[src/sv/dmq_pkg.sv]
// Shared types and constants of the delayed message queue.
`timescale 1ns / 1ps
package dmq_pkg;

  localparam int QUEUE_DEPTH = 16;
  localparam int MAX_RESULTS = 16;
  localparam int CNT_W       = $clog2(MAX_RESULTS + 1);

  localparam logic [1:0] STAT_IMMEDIATE = 2'd0;
  localparam logic [1:0] STAT_RELEASED  = 2'd1;
  localparam logic [1:0] STAT_DUPLICATE = 2'd2;
  localparam logic [1:0] STAT_FULL      = 2'd3;

  localparam logic KIND_DISPATCH = 1'b0;
  localparam logic KIND_TICK     = 1'b1;

  typedef struct packed {
    logic        valid;
    logic [31:0] due;
    logic [15:0] sender;
    logic [15:0] receiver;
    logic [15:0] code;
  } entry_t;

  typedef enum logic [1:0] {
    CELL_HOLD,
    CELL_INSERT,
    CELL_SHIFT
  } cell_op_t;

  typedef struct packed {
    cell_op_t    op;
    entry_t      ent;
    logic [15:0] window;
  } cell_ctl_t;

endpackage

[src/sv/dmq_cell.sv]
// One queue slot: holds an entry, inserts in sorted order and shifts toward the head.
`timescale 1ns / 1ps
module dmq_cell import dmq_pkg::*; (
  input  logic      clk,
  input  logic      rst_n,
  input  cell_ctl_t ctl,
  input  entry_t    left_ent,
  input  logic      left_before,
  input  entry_t    right_ent,
  output entry_t    ent,
  output logic      later,
  output logic      hit
);

  entry_t      ent_r;
  logic [31:0] diff;
  logic        same_body;

  assign ent   = ent_r;
  assign later = !ent_r.valid || (ent_r.due > ctl.ent.due);

  assign diff = (ent_r.due > ctl.ent.due) ? (ent_r.due - ctl.ent.due)
                                          : (ctl.ent.due - ent_r.due);
  assign same_body = (ent_r.sender == ctl.ent.sender) &&
                     (ent_r.receiver == ctl.ent.receiver) &&
                     (ent_r.code == ctl.ent.code);
  assign hit = ent_r.valid && same_body && (diff < {16'd0, ctl.window});

  always_ff @(posedge clk) begin
    if (!rst_n) begin
      ent_r.valid <= 1'b0;
    end else begin
      case (ctl.op)
        CELL_INSERT: begin
          if (left_before) begin
            ent_r <= left_ent;
          end else if (later) begin
            ent_r <= ctl.ent;
          end
        end
        CELL_SHIFT: begin
          ent_r <= right_ent;
        end
        default: begin
        end
      endcase
    end
  end

endmodule

[config.mk]
export PLATFORM = sky130hd
export DESIGN_NAME = dmq_cell
export DESIGN_NICKNAME = d
export VERILOG_FILES = /design/src/sv/dmq_pkg.sv /design/src/sv/dmq_cell.sv
export SDC_FILE = /design/constraint.sdc
export NUM_CORES = 1
export LEC_CHECK = 0
export BUFFER_PORTS_ARGS = -buffer_cell sky130_fd_sc_hd__buf_2
export CAP_MARGIN = 20
export CELL_PAD_IN_SITES_DETAIL_PLACEMENT = 0
export CELL_PAD_IN_SITES_GLOBAL_PLACEMENT = 1
export CORE_MARGIN = 5
export CORE_UTILIZATION = 33
export CTS_CLUSTER_SIZE = 14
export DETAILED_ROUTE_END_ITERATION = 7
export PLACE_DENSITY = 0.78
export SLEW_MARGIN = 10
export SYNTH_ARGS = -nofsm -noshare
export SYNTH_HDL_FRONTEND = slang
export SYNTH_SLANG_ARGS = --single-unit
export TNS_END_PERCENT = 10
[constraint.sdc]
create_clock -name clk -period 5.8 [get_ports clk]
set_input_delay 0.58 -clock clk [delete_from_list [all_inputs] [get_ports clk]]
set_output_delay 0.58 -clock clk [all_outputs]
set_load 0.05 [all_outputs]
==> reports/metrics.csv <==
stage;metric;value;unit
status;status;complete, no violations;
global_route;vias in the first global route;9975;
critical_path;CP Data Arrival Time;5.21;ns
critical_path;r2r setup slk;1.83;ns
sta;fin crit share;99.8;%
yosys;Mapped Area;8750;um2
sta;max-slew violation count;0;
yosys;Post-Synth Adder-Cell Area;11.6;%
floorplan;die width;173;um
cells_and_area;Largest register FFs;81;
detailed_routing;Pre-antenna DRT Iters;5;
sta;# setup viols final;0;
floorplan;Ports;347;
yosys;sequential fraction of the synthesis area;27.7;%
sta;RSZ-0062 raised after global routing;yes;
yosys;ys flop type;edfxtp_1;
global_route;first-pass GRT wire length;54200;um
yosys;Compound-Gate Fraction of Synth Area;21.8;%
detailed_routing;routed vias/inst;5.10;
placed_design;GP Congestion;0.917;
power;peak supply drop;0.000127;V
cells_and_area;Layout Utilization;47.7;%
clocking;Max H-tree Level;3;
clocking;cts bufs inserted;9;
clocking;Clock Path Buffers;2;
power;Power Density;195;nW/um2
clocking;post-cts hold buffer count;0;
critical_path;R2R Path Start;ent[75];
global_route;largest net degree at the start of global routing;93;
detailed_routing;final wirelength;35500;um
sta;Final Hold Fails;0;
detailed_routing;post-route ant nets;0;
placed_design;Inst Count DP;1839;
global_route;GRT Overall Usage;22.6;%
critical_path;cells on worst reg2reg path;15;
sta;crit path time final;5.79;ns
sta;clk_skew;0.0141;ns
yosys;number of synthesized register bits;81;
clocking;CTS tree;yes;
cells_and_area;non-filler cells, final;1863;
sta;f_max;0.173;GHz
cells_and_area;nets;1866;
clocking;clock-pin transition on the worst setup and hold timing paths;0.07;ns
cells_and_area;Area growth syn-to-layout;42.1;%
power;P_leak;5.97;nW
sta;Rel. slew slack;43.8;%
yosys;Yosys cell types;73;
yosys;Post-Synth XOR/XNOR Area;7.81;%
yosys;Post-Syn Nets;1391;
cells_and_area;commonest non-fill, non-tap cell in the layout;buf_2;
yosys;Gate Count Post-Synth;1047;
clocking;clk sinks;81;
detailed_routing;via count;9502;
cells_and_area;commonest cells after routing, fill and taps aside;buf_2 (344), buf_4 (175), nand2_1 (127);
placed_design;post-DP HPWL;29700;um
yosys;syn avg cell area;8.35;um2
floorplan;Die Y;173;um
critical_path;maximum fanout along the worst path;6;
floorplan;Site Rows;59;
critical_path;Crit Path Class;flip-flop to output pin;
detailed_routing;Post-route DRC;0;
critical_path;R2R Path End;ent[45];
floorplan;Core Area;26100;um2
critical_path;CP Data Required Time;5.22;ns
clocking;Clock Latency Late Sink;0.35;ns
yosys;FFs w/ async S/R, synth;0;%
cells_and_area;layout cell share with drive strength beyond 1;38.8;%
yosys;main combinational cell family by area after synthesis;compound AO/OA/AOI/OAI gates;
floorplan;initial core utilization;33.6;%
floorplan;Die ar.;29900;um2
clocking;clk root buf;clkbuf_16;
critical_path;critical path launch point type;flip-flop;
yosys;post-synthesis simple-gate area fraction;13.4;%
yosys;EDFF count, synth;80;
global_route;initial antenna violation count;3;
detailed_routing;wire per inst;19.1;um
detailed_routing;Iter 0 DRT Violations;497;
critical_path;worst setup path endpoint;hit;
yosys;yosys warns;0;
global_route;grt total ovfl;0;
placed_design;Port Buffer Count;346;
critical_path;worst setup path startpoint;ent[75];
critical_path;Critical Path End Type;output pin;
sta;Least-Margin Pin Slew;0.843;ns
yosys;mux contribution to synthesized area;9.74;%
sta;WHS;0.498;ns
min_path;Hold Crit Class;input pin to flip-flop;
job;Max-cap violations;0;
## area by class of cell
| cell class | count | area, um2 |
|---|---|---|
| diodes | 1 | 2.50 |
| clock buffers | 9 | 225 |
| clock inverters | 7 | 58.8 |
| fillers | 2616 | 13600 |
| inverters | 97 | 364 |
| multi-input cells | 810 | 5840 |
| flip-flops and latches | 81 | 2420 |
| well taps | 335 | 419 |
| repair buffers | 523 | 3100 |
## per-layer routing
metal	GRT usage, %	vias to the layer above	wire length, um
li1	-	4676	-
met1	27.1	4442	14500
met2	40.3	327	17900
met3	4.43	53	1960
met4	7.83	4	1130
met5	0	-	31
## how the worst min path moves through the flow
stage / startpoint / end / slack, ns / cells after the start
after floorplan: rst_n / ent[80] / 0.73 / 1
after CTS: rst_n / ent[80] / 0.48 / 2
after global placement: rst_n / ent[80] / 0.85 / 2
after global routing: rst_n / ent[80] / 0.50 / 2
after detailed placement: ent[80] / ent[80] / 0.84 / 3
final: rst_n / ent[80] / 0.50 / 2
## synthesized netlist by cell type, types with 3 or more instances
cell type | n | area [um2]
a21o_1 | 10 | 75.1
a211oi_1 | 4 | 30.0
o211ai_1 | 3 | 22.5
o21ai_0 | 121 | 606
nor3_1 | 6 | 30.0
a21oi_1 | 87 | 435
a211o_1 | 3 | 26.3
nand2b_1 | 5 | 31.3
mux2i_1 | 84 | 841
ha_1 | 78 | 976
o21a_1 | 7 | 52.6
inv_1 | 97 | 364
o21bai_1 | 7 | 52.6
and2_1 | 3 | 18.8
edfxtp_1 | 80 | 2400
nand2_1 | 127 | 477
nand4_1 | 23 | 144
o21ai_1 | 4 | 20.0
buf_1 | 7 | 26.3
a31oi_1 | 8 | 50.1
and3_1 | 4 | 25.0
clkbuf_1 | 24 | 90.1
xnor2_1 | 45 | 394
xor2_1 | 33 | 289
a21oi_2 | 9 | 78.8
buf_4 | 11 | 82.6
nand3_1 | 14 | 70.1
buf_6 | 6 | 67.6
buf_2 | 12 | 60.1
o22ai_1 | 5 | 31.3
a22oi_1 | 3 | 22.5
a21boi_0 | 3 | 22.5
nor4_1 | 7 | 43.8
nor2b_1 | 8 | 50.1
nor2_1 | 45 | 169
a221oi_1 | 4 | 35.0
o31ai_1 | 3 | 22.5
## power by group
| group | internal [W] | switching, W | leakage (nW) |
|---|---|---|---|
| logic | 0.000471 | 0.000649 | 5.07 |
| clock network | 0.000300 | 0.000291 | 0.141 |
| registers | 0.000691 | 0.0000250 | 0.760 |
| total | 0.00146 | 0.000965 | 5.97 |
## what timing repair did
| item | in CTS | in global routing |
|---|---|---|
| cloned | 1 | 0 |
| endpoints found under the setup margin | 1 | 1 |
| pin swaps | 23 | 0 |
| setup buffers | 5 | 1 |
| resized for setup | 21 | 6 |
| endpoints found under the hold margin | 0 | 0 |
## worst max-delay path, cell delays in order (launching register included)
cell and delay (ns):
edfxtp_1 0.44, ha_4 0.34, nand2_1 0.10, buf_4 0.15, o21ai_1 0.20, a21oi_1 0.11, a22o_2 0.30, buf_4 0.16
o2bb2ai_4 0.18, a31oi_1 0.14, a221oi_2 0.32, xnor2_2 0.18, ha_1 0.30, a31oi_1 0.19, nand4_1 0.11, nor4_1 0.28
buf_4 0.16, o21ai_1 0.09, a21oi_1 0.13, nand4_1 0.09, or4_4 0.45, a2111oi_4 0.26, buf_12 0.19
## metrics by stage
| step | setup TNS [ns] | power, W | cell area [um2] | setup slack [ns] |
|---|---|---|---|---|
| 3_5_place_dp | -0.439 | 0.00181 | 11900 | -0.439 |
| 6_report | 0 | 0.00243 | 12400 | 0.0107 |
| 3_3_place_gp | -0.401 | 0.00181 | 11900 | -0.401 |
| 2_1_floorplan | -0.125 | 0.00138 | 8820 | -0.125 |
| 4_1_cts | 0 | 0.00243 | 12400 | 0.00592 |
| 5_1_grt | -0.225 | 0.00256 | 12400 | -0.225 |
## cell families after synthesis
group	count (synthesis)
xor+xnor	78
simple gates	255
fa+ha+maj	80
buf+inv	157
flops	81
mux	85
compound gates	311
No activity file was read; power rests on OpenSTA's default activity.
